### config.mk
export PLATFORM = sky130hd
export DESIGN_NAME = telemetry_frame_deframer_core
export DESIGN_NICKNAME = d
export VERILOG_FILES = /design/src/sv/tfd_pkg.sv /design/src/sv/telemetry_frame_deframer_core.sv
export SDC_FILE = /design/constraint.sdc
export NUM_CORES = 1
export LEC_CHECK = 0
export ABC_AREA = 0
export BUFFER_PORTS_ARGS = -buffer_cell sky130_fd_sc_hd__buf_4
export CAP_MARGIN = 40
export CORE_MARGIN = 2
export CORE_UTILIZATION = 60
export DETAILED_ROUTE_END_ITERATION = 8
export PLACE_DENSITY = 0.86
export RECOVER_POWER = 50
export SYNTH_ARGS = -nofsm -noshare
export SYNTH_HDL_FRONTEND = slang
export SYNTH_SLANG_ARGS = --single-unit
### constraint.sdc
create_clock -name clk -period 5.1 [get_ports clk]
set_input_delay 0.51 -clock clk [delete_from_list [all_inputs] [get_ports clk]]
set_output_delay 0.51 -clock clk [all_outputs]
set_load 0.02 [all_outputs]
### src/sv/tfd_pkg.sv
// ----------------------------------------------------------------------------
// tfd_pkg
// Shared types and constants for the telemetry frame deframer.
// ----------------------------------------------------------------------------
package tfd_pkg;

    localparam int FRAME_BUFFER_SIZE_DEF = 32;

    localparam logic [7:0]  SYNC_FIRST    = 8'h4D;
    localparam logic [7:0]  SYNC_SECOND   = 8'h50;
    localparam logic [7:0]  TYPE_A        = 8'h02;
    localparam logic [7:0]  TYPE_B        = 8'h03;
    localparam logic [7:0]  MIN_LENGTH    = 8'd9;
    localparam logic [15:0] HEADER_WORD   = 16'h1098;
    localparam logic [15:0] ID_LINK       = 16'hF101;
    localparam logic [15:0] ID_BATTERY    = 16'hF104;
    localparam logic [15:0] ID_AUX        = 16'hF103;
    localparam logic [15:0] TIMEOUT_RESET = 16'd2000;

    localparam logic       REQ_BYTE = 1'b0;
    localparam logic       REQ_TICK = 1'b1;

    localparam logic [1:0] KIND_NONE    = 2'd0;
    localparam logic [1:0] KIND_LINK    = 2'd1;
    localparam logic [1:0] KIND_BATTERY = 2'd2;
    localparam logic [1:0] KIND_AUX     = 2'd3;

    typedef struct packed {
        logic       req_type;
        logic [7:0] rx_byte;
    } tfd_in_t;

    typedef struct packed {
        logic       packet_ok;
        logic [1:0] sensor_kind;
        logic [7:0] rssi_receive;
        logic [7:0] rssi_transmit;
        logic [7:0] lqi_receive;
        logic [7:0] lqi_transmit;
        logic [7:0] battery_level;
        logic [7:0] aux_analog;
        logic       timed_out;
    } tfd_out_t;

endpackage

### src/sv/telemetry_frame_deframer_core.sv
// ----------------------------------------------------------------------------
// telemetry_frame_deframer_core
// Resynchronizing telemetry deframer with link-loss timeout.
//
// Input beats carry either a received serial byte or a one millisecond tick.
// Bytes are framed as 'M' 'P' type length body; an accepted packet updates
// the held RSSI/LQI, battery or aux analog values. Ticks count the time
// since the last accepted packet and raise a sticky timeout flag once the
// count reaches the timeout register.
// Every input beat produces exactly one output beat with the held values.
// Each beat passes through the input register and then the output register.
// Throughput: one beat per cycle while the receiver does not stall, set by
// the single pass of framer logic between the input and output registers.
// Reset clears the framer, held values, timer and flag, and loads the
// timeout register with 2000. While the receiver stalls, the output beat
// holds; the input register takes at most one more beat, and in_stall stays
// high while it is full. The user must write the timeout register
// through cfg_wen/cfg_wdata only when idle; the block does not enforce it.
// ----------------------------------------------------------------------------
module telemetry_frame_deframer_core
    import tfd_pkg::*;
#(
    parameter int FRAME_BUFFER_SIZE = FRAME_BUFFER_SIZE_DEF
)
(
    input  logic        clk,
    input  logic        rst_n,
    input  logic        in_valid,
    output logic        in_stall,
    input  tfd_in_t     in_data,
    output logic        out_valid,
    input  logic        out_stall,
    output tfd_out_t    out_data,
    input  logic        cfg_wen,
    input  logic [15:0] cfg_wdata
);

    localparam int POS_W = $clog2(FRAME_BUFFER_SIZE);
    localparam logic [POS_W:0] POS_LIMIT = (POS_W + 1)'(FRAME_BUFFER_SIZE);
    localparam logic [POS_W-1:0] POS_IDLE = '0;
    localparam logic [POS_W-1:0] POS_SYNC = (POS_W)'(1);
    localparam logic [POS_W-1:0] POS_TYPE = (POS_W)'(2);
    localparam logic [POS_W-1:0] POS_LEN  = (POS_W)'(3);
    localparam logic [POS_W-1:0] POS_BODY = (POS_W)'(4);

    logic              stage_valid_reg;
    tfd_in_t           stage_reg;
    logic              out_valid_reg;
    tfd_out_t          out_reg;
    logic [15:0]       timeout_reg;
    logic [POS_W-1:0]  pos_reg;
    logic [POS_W-1:0]  pos_next;
    logic [7:0]        remaining_reg;
    logic [7:0]        remaining_next;
    logic [7:0]        type_reg;
    logic [7:0]        type_next;
    logic [7:0]        length_reg;
    logic [7:0]        length_next;
    logic [7:0]        payload_reg [8];
    logic [7:0]        link_reg [4];
    logic [7:0]        link_next [4];
    logic [7:0]        battery_reg;
    logic [7:0]        battery_next;
    logic [7:0]        aux_reg;
    logic [7:0]        aux_next;
    logic [15:0]       ms_reg;
    logic [15:0]       ms_next;
    logic              flag_reg;
    logic              flag_next;

    logic              advance;
    logic              store_en;
    logic [2:0]        store_slot;
    logic [POS_W:0]    pos_inc;
    logic [POS_W-1:0]  slot_full;
    logic [7:0]        c;
    logic [1:0]        kind;
    logic [15:0]       header;
    logic [15:0]       source_id;

    assign advance   = stage_valid_reg && (!out_valid_reg || !out_stall);
    assign in_stall  = stage_valid_reg && !advance;
    assign out_valid = out_valid_reg;
    assign out_data  = out_reg;

    assign c         = stage_reg.rx_byte;
    assign header    = {payload_reg[1], payload_reg[0]};
    assign source_id = {payload_reg[3], payload_reg[2]};
    assign pos_inc   = {1'b0, pos_reg} + (POS_W + 1)'(1);
    assign slot_full = pos_reg - POS_BODY;

    always_comb
    begin
        pos_next       = pos_reg;
        remaining_next = remaining_reg;
        type_next      = type_reg;
        length_next    = length_reg;
        link_next      = link_reg;
        battery_next   = battery_reg;
        aux_next       = aux_reg;
        ms_next        = ms_reg;
        flag_next      = flag_reg;
        kind           = KIND_NONE;
        store_en       = 1'b0;
        store_slot     = slot_full[2:0];

        if (stage_reg.req_type == REQ_TICK)
        begin
            if (ms_reg != 16'hFFFF)
            begin
                ms_next = ms_reg + 16'd1;
            end
        end
        else if (pos_reg == POS_IDLE)
        begin
            remaining_next = '0;
            if (c == SYNC_FIRST)
            begin
                pos_next = POS_SYNC;
            end
        end
        else if (pos_reg == POS_SYNC && c == SYNC_FIRST)
        begin
            remaining_next = '0;
        end
        else if (pos_reg == POS_SYNC && c == SYNC_SECOND)
        begin
            remaining_next = '0;
            pos_next       = POS_TYPE;
        end
        else if (pos_reg == POS_TYPE)
        begin
            type_next      = c;
            remaining_next = '0;
            pos_next       = POS_LEN;
        end
        else if (pos_reg == POS_LEN)
        begin
            length_next    = c;
            remaining_next = c;
            pos_next       = POS_BODY;
        end
        else if (remaining_reg != '0)
        begin
            store_en       = (slot_full < (POS_W)'(8));
            remaining_next = remaining_reg - 8'd1;
            pos_next       = pos_inc[POS_W-1:0];
            if (remaining_reg == 8'd1 && (type_reg == TYPE_A || type_reg == TYPE_B)
                && length_reg >= MIN_LENGTH && header == HEADER_WORD)
            begin
                if (source_id == ID_LINK)
                begin
                    kind         = KIND_LINK;
                    link_next[0] = payload_reg[4];
                    link_next[1] = payload_reg[5];
                    link_next[2] = payload_reg[6];
                    link_next[3] = payload_reg[7];
                end
                else if (source_id == ID_BATTERY)
                begin
                    kind         = KIND_BATTERY;
                    battery_next = payload_reg[4];
                end
                else if (source_id == ID_AUX)
                begin
                    kind     = KIND_AUX;
                    aux_next = payload_reg[4];
                end
            end
            if (kind != KIND_NONE)
            begin
                ms_next   = '0;
                flag_next = 1'b0;
                pos_next  = POS_IDLE;
            end
            else if (pos_inc >= POS_LIMIT)
            begin
                remaining_next = '0;
                pos_next       = (c == SYNC_FIRST) ? POS_SYNC : POS_IDLE;
            end
        end
        else
        begin
            remaining_next = '0;
            pos_next       = (c == SYNC_FIRST) ? POS_SYNC : POS_IDLE;
        end

        if (ms_next >= timeout_reg)
        begin
            flag_next = 1'b1;
        end
    end

    always_ff @(posedge clk or negedge rst_n)
    begin
        if (!rst_n)
        begin
            stage_valid_reg <= 1'b0;
            out_valid_reg   <= 1'b0;
            timeout_reg     <= TIMEOUT_RESET;
            pos_reg         <= '0;
            remaining_reg   <= '0;
            type_reg        <= '0;
            length_reg      <= '0;
            link_reg        <= '{default: '0};
            battery_reg     <= '0;
            aux_reg         <= '0;
            ms_reg          <= '0;
            flag_reg        <= 1'b0;
        end
        else
        begin
            if (cfg_wen)
            begin
                timeout_reg <= cfg_wdata;
            end
            if (!in_stall)
            begin
                stage_valid_reg <= in_valid;
            end
            if (advance)
            begin
                out_valid_reg <= 1'b1;
                pos_reg       <= pos_next;
                remaining_reg <= remaining_next;
                type_reg      <= type_next;
                length_reg    <= length_next;
                link_reg      <= link_next;
                battery_reg   <= battery_next;
                aux_reg       <= aux_next;
                ms_reg        <= ms_next;
                flag_reg      <= flag_next;
            end
            else if (!out_stall)
            begin
                out_valid_reg <= 1'b0;
            end
        end
    end

    always_ff @(posedge clk)
    begin
        if (in_valid && !in_stall)
        begin
            stage_reg <= in_data;
        end
        if (advance)
        begin
            if (store_en)
            begin
                payload_reg[store_slot] <= c;
            end
            out_reg.packet_ok     <= (kind != KIND_NONE);
            out_reg.sensor_kind   <= kind;
            out_reg.rssi_receive  <= link_next[0];
            out_reg.rssi_transmit <= link_next[1];
            out_reg.lqi_receive   <= link_next[2];
            out_reg.lqi_transmit  <= link_next[3];
            out_reg.battery_level <= battery_next;
            out_reg.aux_analog    <= aux_next;
            out_reg.timed_out     <= flag_next;
        end
    end

endmodule
==> results of run 1 <==
## cell families (layout without fill, tap and decap cells)
logic type                 count (synthesis)  in the layout  synth area share
buffers and inverters                     58            172            0.0272
AOI/OAI and AO/OA                        112            112            0.0685
muxes                                    108            108             0.127
xor gates and xnor gates                   3              3           0.00251
adders and majority gates                 27             27            0.0323
and+or+nand+nor                          239            239             0.119
DFF                                      236            236             0.624
## placed cells by master, fill, tap and decap left out, types with 6 or more instances in the layout
master,count
a21oi_1,19
and3_1,6
buf_4,25
clkbuf_1,65
clkbuf_16,25
clkbuf_4,9
clkinv_2,7
dfrtp_1,105
dfstp_2,6
edfxtp_1,125
ha_1,27
inv_1,29
mux2_2,75
mux2_4,30
nand2_1,88
nand2b_1,7
nand3_1,28
nand4_1,14
nor2_1,32
nor3_1,12
nor4_1,6
nor4b_1,6
o211ai_1,11
o21ai_0,40
or3_1,10
## cell usage after synthesis, drive strengths merged (2+ instances only)
| cell | instances | share of area |
|---|---|---|
| a2111oi | 2 | 0.0017 |
| a211o | 3 | 0.0025 |
| a211oi | 3 | 0.0022 |
| a21boi | 2 | 0.0014 |
| a21o | 4 | 0.0029 |
| a21oi | 19 | 0.0091 |
| a22o | 3 | 0.0025 |
| a31oi | 3 | 0.0018 |
| a41oi | 3 | 0.0025 |
| and2 | 3 | 0.0018 |
| and3 | 6 | 0.0036 |
| and4 | 3 | 0.0025 |
| and4b | 2 | 0.0019 |
| buf | 8 | 0.0093 |
| clkbuf | 19 | 0.0068 |
| dfrtp | 105 | 0.25 |
| dfstp | 6 | 0.015 |
| edfxtp | 125 | 0.36 |
| ha | 27 | 0.032 |
| inv | 30 | 0.011 |
| mux2 | 106 | 0.12 |
| mux2i | 2 | 0.0019 |
| nand2 | 88 | 0.032 |
| nand2b | 7 | 0.0042 |
| nand3 | 28 | 0.013 |
| nand4 | 14 | 0.0084 |
| nor2 | 32 | 0.011 |
| nor2b | 4 | 0.0024 |
| nor3 | 13 | 0.0067 |
| nor3b | 3 | 0.0022 |
| nor4 | 8 | 0.0076 |
| nor4b | 6 | 0.0050 |
| o211ai | 11 | 0.0079 |
| o21ai | 41 | 0.020 |
| o22ai | 4 | 0.0024 |
| o31ai | 2 | 0.0014 |
| or2 | 2 | 0.0012 |
| or3 | 11 | 0.0066 |
| or4 | 5 | 0.0043 |
| xnor2 | 3 | 0.0025 |
## worst min-delay path by stage
stage,to
2_1_floorplan,aux_reg[0]
3_3_place_gp,length_reg[1]
3_5_place_dp,length_reg[5]
4_1_cts,length_reg[7]
5_1_grt,c[6]
6_report,c[6]
## layout make-up
class                   count  area [sq um]
clock buffers              34           699
repair buffers             97           510
fillers                  1205          5310
flip-flops and latches    236          6540
well taps                 225           282
clock inverters            10          68.8
multi-input cells         489          3650
inverters                  31           116
## power groups by stage
stage          registers (mW)  logic (mW)  clock network (mW)
2_1_floorplan            2.30       0.409                   0
3_3_place_gp             2.30       0.600                   0
3_5_place_dp             2.31       0.613                   0
4_1_cts                  2.28       0.620                1.70
5_1_grt                  2.30       0.676                1.78
6_report                 2.28       0.600                1.69
## per-layer routing
layer	global-route usage	up-vias	share of wire
met5	0	-	0
met4	0.0816	0	0.026
met3	0.0380	60	0.067
met2	0.411	294	0.49
met1	0.339	3295	0.42
li1	-	3094	-
## metrics by stage
stage	hold WS (ns)	instances
floorplan	0.214	783
global placement	0.453	1076
detailed placement	0.457	1078
CTS	0.133	1122
global route	0.167	1122
finish	0.179	1122
## worst max-delay path: cells and delay by family, from the launching register on
family                   cells  cell delay, ns
buffers and inverters        2            0.28
AND/OR/NAND/NOR              5            1.71
multiplexers                 1            0.27
flip-flops                   1            0.39
AO/OA/AOI/OAI                5            1.24
adder cells (fa/ha/maj)      2            0.36
## timing repair
action                                  in CTS  in global routing
hold buffers                                 0                  0
buffers inserted                             0                  0
endpoints found under the setup margin       0                  2
resized for setup                            0                  2
==> metrics, run 1 <==
P_int 3.35 mW; number of vias per cell 6.01; Post-Synthesis Net Count 840; RSZ-0062 raised after global routing no; Most common cell on crit path ha_1; Leak 5.00 nW; sequential-to-total area share from yosys stat 0.624; end point of the critical path out_data[0]; clock period minus worst slack 4.50 ns; CTS tree done; skew final 0.0254 ns; Synth Warn # 0; period utilization 0.883; final worst slack 0.599 ns; FP Rows 48; Fin Setup TNS 0 ns; drt drc 0; failing checks max-capacitance violations, max-slew violations; Finished Core Util 0.691; RR Startpoint remaining_reg[1]; DIE AREA 0.0185 sq mm; worst min path class input port to flop; GRT Overall Usage 0.248; CTS sink cnt 236; Mapped Area 0.0105 sq mm; Post-synth top flop edfxtp_1; Cells on Worst Hold Path 1; CP startpoint remaining_reg[1]; Seq pwr share 0.499; Worst R2R Path Depth 15; drt first-iter violations 555; worst endpoint required time 5.37 ns; endpoints failing hold 0; instance area at placement 0.0113 sq mm; share of cells above drive strength 1 0.222; Clock Tree Root clkbuf_16; HPWL after detailed placement 14500 microns; Power Total 4.57 mW; Comb power frac 0.131; count of state elements after synthesis 236; GR Overflow Total 0; Clk pwr share 0.369; status complete, but fails checks; Ports 84; Worst Setup Start Kind flop; worst min-delay path startpoint in_data[6]; DR WL/cell 20.0 microns; Synth async-reset ratio 0.470; CP peak stage delay 0.65 ns; CTS HTree Levels 1; via count 6743; Num CTS Buffers 24; first-pass GRT wire length 35600 microns; worst skew pair latency 0.53 ns; die height 136 microns; Clock Tree Buf Depth 3; Core Area 0.0172 sq mm; clock transition at the registers of the reported paths 0.06 ns; initial antenna violation count 0; Cell variety after synth 66; initial core utilization 0.610; vias in the first global route 6767; Post-synth EDFFs 125; antenna-violating nets left 0; first drt pass iteration count 5; fin nets 936; Pwr Density 385 mW/mm^2; Finished Cell Area 0.0119 sq mm; port bufs 83; MaxCap Viol Count 1; CP Cell Sequence inv_1 -> ha_1 -> nor4b_1 -> nand4_1 -> or4_4 -> or4b_4 -> clkinv_1 -> nor2_1 -> mux2_2 -> ha_1 -> a2111oi_0 -> o21ai_0 -> a2111oi_1 -> o31ai_1 -> a21o_1; largest net degree at the start of global routing 72; diode count 0; final setup fails 0; max-slew violations 63; Syn Area/Cell 13.4 sq um; Crit Path Category flop to flop; crit path DAT 4.77 ns; Switch Pwr 1.22 mW; FF-to-FF End out_data[0]; FMAX 222 MHz; Worst slew margin -1.32; Peak supply drop 0.000239 V; endpoint class of the critical path flop; Syn Inst Count 783; Detailed Route WL 22400 microns; worst reg-to-reg setup slack 0.60 ns; Slew @ Worst Pin 3.49 ns; number of flip-flops in the largest register 64; Net Sw Frac 0.267; routability congestion estimate 0.910; Area growth syn-to-layout 13.3%; pre-CTS WS 0.397 ns; slowest cell on the critical path or4b_4; Die X 136 microns; CP Max Fanout 14
(Power assumes the default switching activity.)
==> run 2: changes to the inputs <==
==> constraint.sdc (replaced) <==
create_clock -name clk -period 4.32 [get_ports clk]
set_input_delay 0.432 -clock clk [delete_from_list [all_inputs] [get_ports clk]]
set_output_delay 0.432 -clock clk [all_outputs]
set_load 0.02 [all_outputs]
==> metrics, run 2 (synthesis results as in run 1) <==
vias in the first global route 7112; GRT Overall Usage 0.258; Ports 84; slowest cell on the critical path or4b_4; Finished Cell Area 0.0121 sq mm; diode count 0; first drt pass iteration count 5; HPWL after detailed placement 14700 microns; drt first-iter violations 624; Most common cell on crit path ha_1; Die X 136 microns; CP Max Fanout 5; CP Cell Sequence inv_1 -> ha_1 -> nor4b_2 -> nand4_1 -> or4_4 -> or4b_4 -> clkinv_1 -> nor2_1 -> mux2_2 -> ha_1 -> a2111oi_0 -> o21ai_1 -> a2111oi_2 -> o31ai_1 -> a21o_1; failing checks max-capacitance violations, max-slew violations; number of flip-flops in the largest register 64; CTS tree done; number of vias per cell 6.06; Slew @ Worst Pin 2.15 ns; status complete, but fails checks; Clock Tree Root clkbuf_16; most frequent cells in the layout 125 x edfxtp_1, 105 x dfrtp_1, 88 x nand2_1; Num CTS Buffers 24; Worst slew margin -0.435; via count 6935; port bufs 83; first-pass GRT wire length 37100 microns; Peak supply drop 0.000341 V; period utilization 0.968; endpoint class of the critical path flop; drt drc 0; clock transition at the registers of the reported paths 0.07 ns; DR WL/cell 20.2 microns; largest net degree at the start of global routing 72; clock period minus worst slack 4.18 ns; skew final 0.0132 ns; CP peak stage delay 0.58 ns; Detailed Route WL 23100 microns; Area growth syn-to-layout 15.3%; initial core utilization 0.610; CTS sink cnt 236; fin nets 958; worst min path class input port to flop; endpoints failing hold 0; antenna-violating nets left 0; Worst Setup Start Kind flop; final worst slack 0.140 ns; max-slew violations 39; FMAX 239 MHz; DIE AREA 0.0185 sq mm; Core Area 0.0172 sq mm; worst endpoint required time 4.59 ns; CTS HTree Levels 1; leading cell type in the layout, fill and taps excluded edfxtp_1; share of cells above drive strength 1 0.238; pre-CTS WS -0.0899 ns; routability congestion estimate 0.921; GR Overflow Total 0; Crit Path Category flop to flop; worst skew pair latency 0.52 ns; initial antenna violation count 0; die height 136 microns; MaxCap Viol Count 1; instance area at placement 0.0115 sq mm; crit path DAT 4.45 ns; Leak 5.10 nW; Pwr Density 462 mW/mm^2; final setup fails 0; WHS 0.108 ns; FP Rows 48; Clock Tree Buf Depth 3
[run 2: changes by cell type in the layout (fill, tap and decap cells not counted), moves of 2 or more]
cell,change
buf_4,+22
nor4b_2,+2
clkinv_1,+6
clkinv_2,-4
nor4b_1,-2
clkbuf_8,-2
bufinv_16,+3
[run 2: area by class of cell]
class,instances,area (sq um)
Timing Repair Buffer,119,666
Multi-Input combinational cell,489,3680
Sequential cell,236,6540
Tap cell,225,282
Clock buffer,30,643
Fill cell,1181,5100
Clock inverter,14,153
Inverter,31,116
[run 2: path summary, 6_finish.rpt]
kind | slack, ns | from | cells after the start | to
min in group asynchronous | 1.09 | rst_n | 2 | timeout_reg[0]
max in group asynchronous | 1.31 | rst_n | 3 | link_reg[13]
setup reg to reg | 0.14 | remaining_reg[1] | 15 | out_data[0]
setup / recovery | 0.14 | remaining_reg[1] | 15 | out_data[0]
hold reg to reg | 0.48 | length_reg[2] | 2 | length_reg[2]
hold / removal | 0.11 | in_data[1] | 1 | c[1]
[run 2: critical path: cells and delay by family (launching register included)]
family | cells | cell delay [ns]
adders and majority gates | 2 | 0.34
AOI/OAI and AO/OA | 5 | 1.22
buffers and inverters | 2 | 0.17
muxes | 1 | 0.27
and+or+nand+nor | 5 | 1.55
DFF | 1 | 0.38
[run 2: report_power, final]
part           switching (mW)  internal, mW  total [mW]
clock                   0.855          1.24        2.09
sequential              0.125          2.54        2.67
combinational           0.491         0.329       0.821
[run 2: routing by layer]
layer	track usage	wire, microns	vias up
met3	0.0391	1700	61
met4	0.0926	618	0
li1	-	-	3143
met5	0	0	-
met2	0.433	11400	343
met1	0.345	9380	3388
[run 2: repair_timing]
item | in CTS | in global routing
setup endpoints to repair | 2 | 2
resized for setup | 4 | 3
cloned | 0 | 0
setup buffers | 0 | 0
hold endpoints to repair | 30 | 0
hold buffers | 1 | 0
[run 2: through the flow]
stage / cells / util / power, mW / TNS, ns
after floorplan: 783 / - / 3.20 / 0
after global placement: 1099 / 0.668 / 3.49 / 0
after detailed placement: 1099 / 0.668 / 3.52 / -0.118
after CTS: 1144 / 0.715 / 5.62 / 0
after global routing: 1144 / 0.703 / 5.81 / -0.00996
final: 1144 / 0.703 / 5.58 / 0
==> run 3: changes to the inputs <==
--- a/config.mk
+++ b/config.mk
@@ -10,7 +10,9 @@
 export CAP_MARGIN = 40
 export CORE_MARGIN = 2
 export CORE_UTILIZATION = 60
+export CTS_BUF_LIST = sky130_fd_sc_hd__clkbuf_16
 export DETAILED_ROUTE_END_ITERATION = 8
+export MAX_ROUTING_LAYER = met4
 export PLACE_DENSITY = 0.86
 export RECOVER_POWER = 50
 export SYNTH_ARGS = -nofsm -noshare
==> metrics, run 3 (synthesis results as in run 1) <==
Peak supply drop 0.000291 V; endpoint class of the critical path flop; drt first-iter violations 464; FMAX 245 MHz; share of cells above drive strength 1 0.236; Hold EP c[1]; initial core utilization 0.610; CTS tree done; Ports 84; worst min-delay path startpoint in_data[1]; DIE AREA 0.0185 sq mm; drt drc 0; GRT Overall Usage 0.259; Cells on Worst Hold Path 1; max-slew violations 111; Fin Setup TNS 0 ns; first-pass GRT wire length 35900 microns; CP Max Fanout 5; Worst slew margin -1.02; final setup fails 0; failing checks max-capacitance violations, max-slew violations; die height 136 microns; diode count 0; period utilization 0.944; number of vias per cell 5.99; worst skew pair latency 0.53 ns; Num CTS Buffers 24; via count 6853; MaxCap Viol Count 2; fin nets 959; Die X 136 microns; port bufs 83; Clock Tree Root clkbuf_16; Worst Setup Start Kind flop; status complete, but fails checks; fillers 1209; vias in the first global route 6966; FF-to-FF End out_data[0]; most frequent cells in the layout 125 x edfxtp_1, 105 x dfrtp_1, 88 x nand2_1; Core Area 0.0172 sq mm; antenna-violating nets left 0; Leak 5.10 nW; initial antenna violation count 0; clock transition at the registers of the reported paths 0.07 ns; Pwr Density 446 mW/mm^2; worst endpoint required time 4.59 ns; first drt pass iteration count 5; RR Startpoint payload_reg[0][1]; Slew @ Worst Pin 3.03 ns; endpoints failing hold 0; met2 global-route usage 0.425; largest net degree at the start of global routing 72; crit path DAT 4.35 ns; gr busiest metal met2; GR Overflow Total 0; clock period minus worst slack 4.08 ns; M1 GR Usage 0.332; worst reg-to-reg setup slack 0.24 ns; Area growth syn-to-layout 14.6%; met3 usage 0.0410; number of flip-flops in the largest register 64; Finished Core Util 0.699; Worst R2R Path Depth 13; CTS HTree Levels 1; skew final 0.0267 ns; routability congestion estimate 0.933; worst min path class input port to flop; CTS sink cnt 236; Detailed Route WL 22500 microns; FP Rows 48; Crit Path Category flop to flop; DR WL/cell 19.7 microns; HPWL after detailed placement 14300 microns; Clock Tree Buf Depth 3; leading cell type in the layout, fill and taps excluded edfxtp_1
[run 3: cell types whose count changed in the layout (fill, tap and decap cells not counted), moves of 3 or more]
| cell | before | now |
|---|---|---|
| clkbuf_1 | 64 | 61 |
| inv_1 | 29 | 37 |
| clkinv_1 | 7 | 3 |
| bufinv_16 | 3 | 0 |
[run 3: worst max path at each step]
stage,endpoint,depth (start not counted),from,slack [ns]
final,out_data[0],13,payload_reg[0][1],0.24
after global routing,out_data[0],15,remaining_reg[1],-0.03
after CTS,out_data[0],13,payload_reg[0][1],0.02
after detailed placement,out_data[0],15,remaining_reg[1],-0.06
after global placement,out_data[0],15,remaining_reg[1],0.07
after floorplan,out_data[0],16,remaining_reg[1],0.05
[run 3: repair_timing]
item	CTS	global route
hold buffers	1	0
buffers inserted	0	0
setup endpoints to repair	2	2
gates resized for setup	3	4
hold endpoints to repair	2	0
[run 3: final cells by class]
type / count / area, sq um / area share
Timing Repair Buffer: 120 / 679 / 0.0566
Multi-Input combinational cell: 489 / 3670 / 0.306
Inverter: 31 / 116 / 0.00970
Clock buffer: 24 / 601 / 0.0500
Clock inverter: 20 / 111 / 0.00928
Tap cell: 225 / 282 / 0.0235
Sequential cell: 236 / 6540 / 0.545
[run 3: stage by stage]
stage                     cells  hold slack (ns)  worst slack, ns  total power [mW]  instance area [sq um]
after global routing       1145           0.0825          -0.0314              5.59                  12000
after CTS                  1145           0.0599           0.0238              5.39                  12200
final                      1145           0.0997            0.243              5.35                  12000
after floorplan             783            0.136           0.0526              3.20                  10500
after detailed placement   1100            0.339          -0.0643              3.51                  11500
after global placement     1098            0.455           0.0705              3.48                  11500
[run 3: metal layers]
layer / wire length [microns] / share of wire
met2: 11300 / 0.50
met3: 1540 / 0.068
met5: 0 / 0
met1: 9160 / 0.41
met4: 560 / 0.025
[run 3: worst max-delay path, cell delays in order (launching register included)]
cell	delay [ns]
edfxtp_1	0.36
nor4_1	0.42
nand4_1	0.21
or4_4	0.53
or4b_4	0.57
clkinv_1	0.08
nor2_1	0.04
mux2_2	0.28
ha_1	0.21
a2111oi_2	0.32
o21ai_1	0.15
a2111oi_2	0.32
o31ai_1	0.16
a21o_1	0.17
[run 3: report_power, final]
| group | internal [mW] | switching [mW] | leakage (nW) |
|---|---|---|---|
| logic | 0.324 | 0.481 | 2.15 |
| clock network | 1.02 | 0.860 | 0.377 |
| registers | 2.54 | 0.120 | 2.58 |
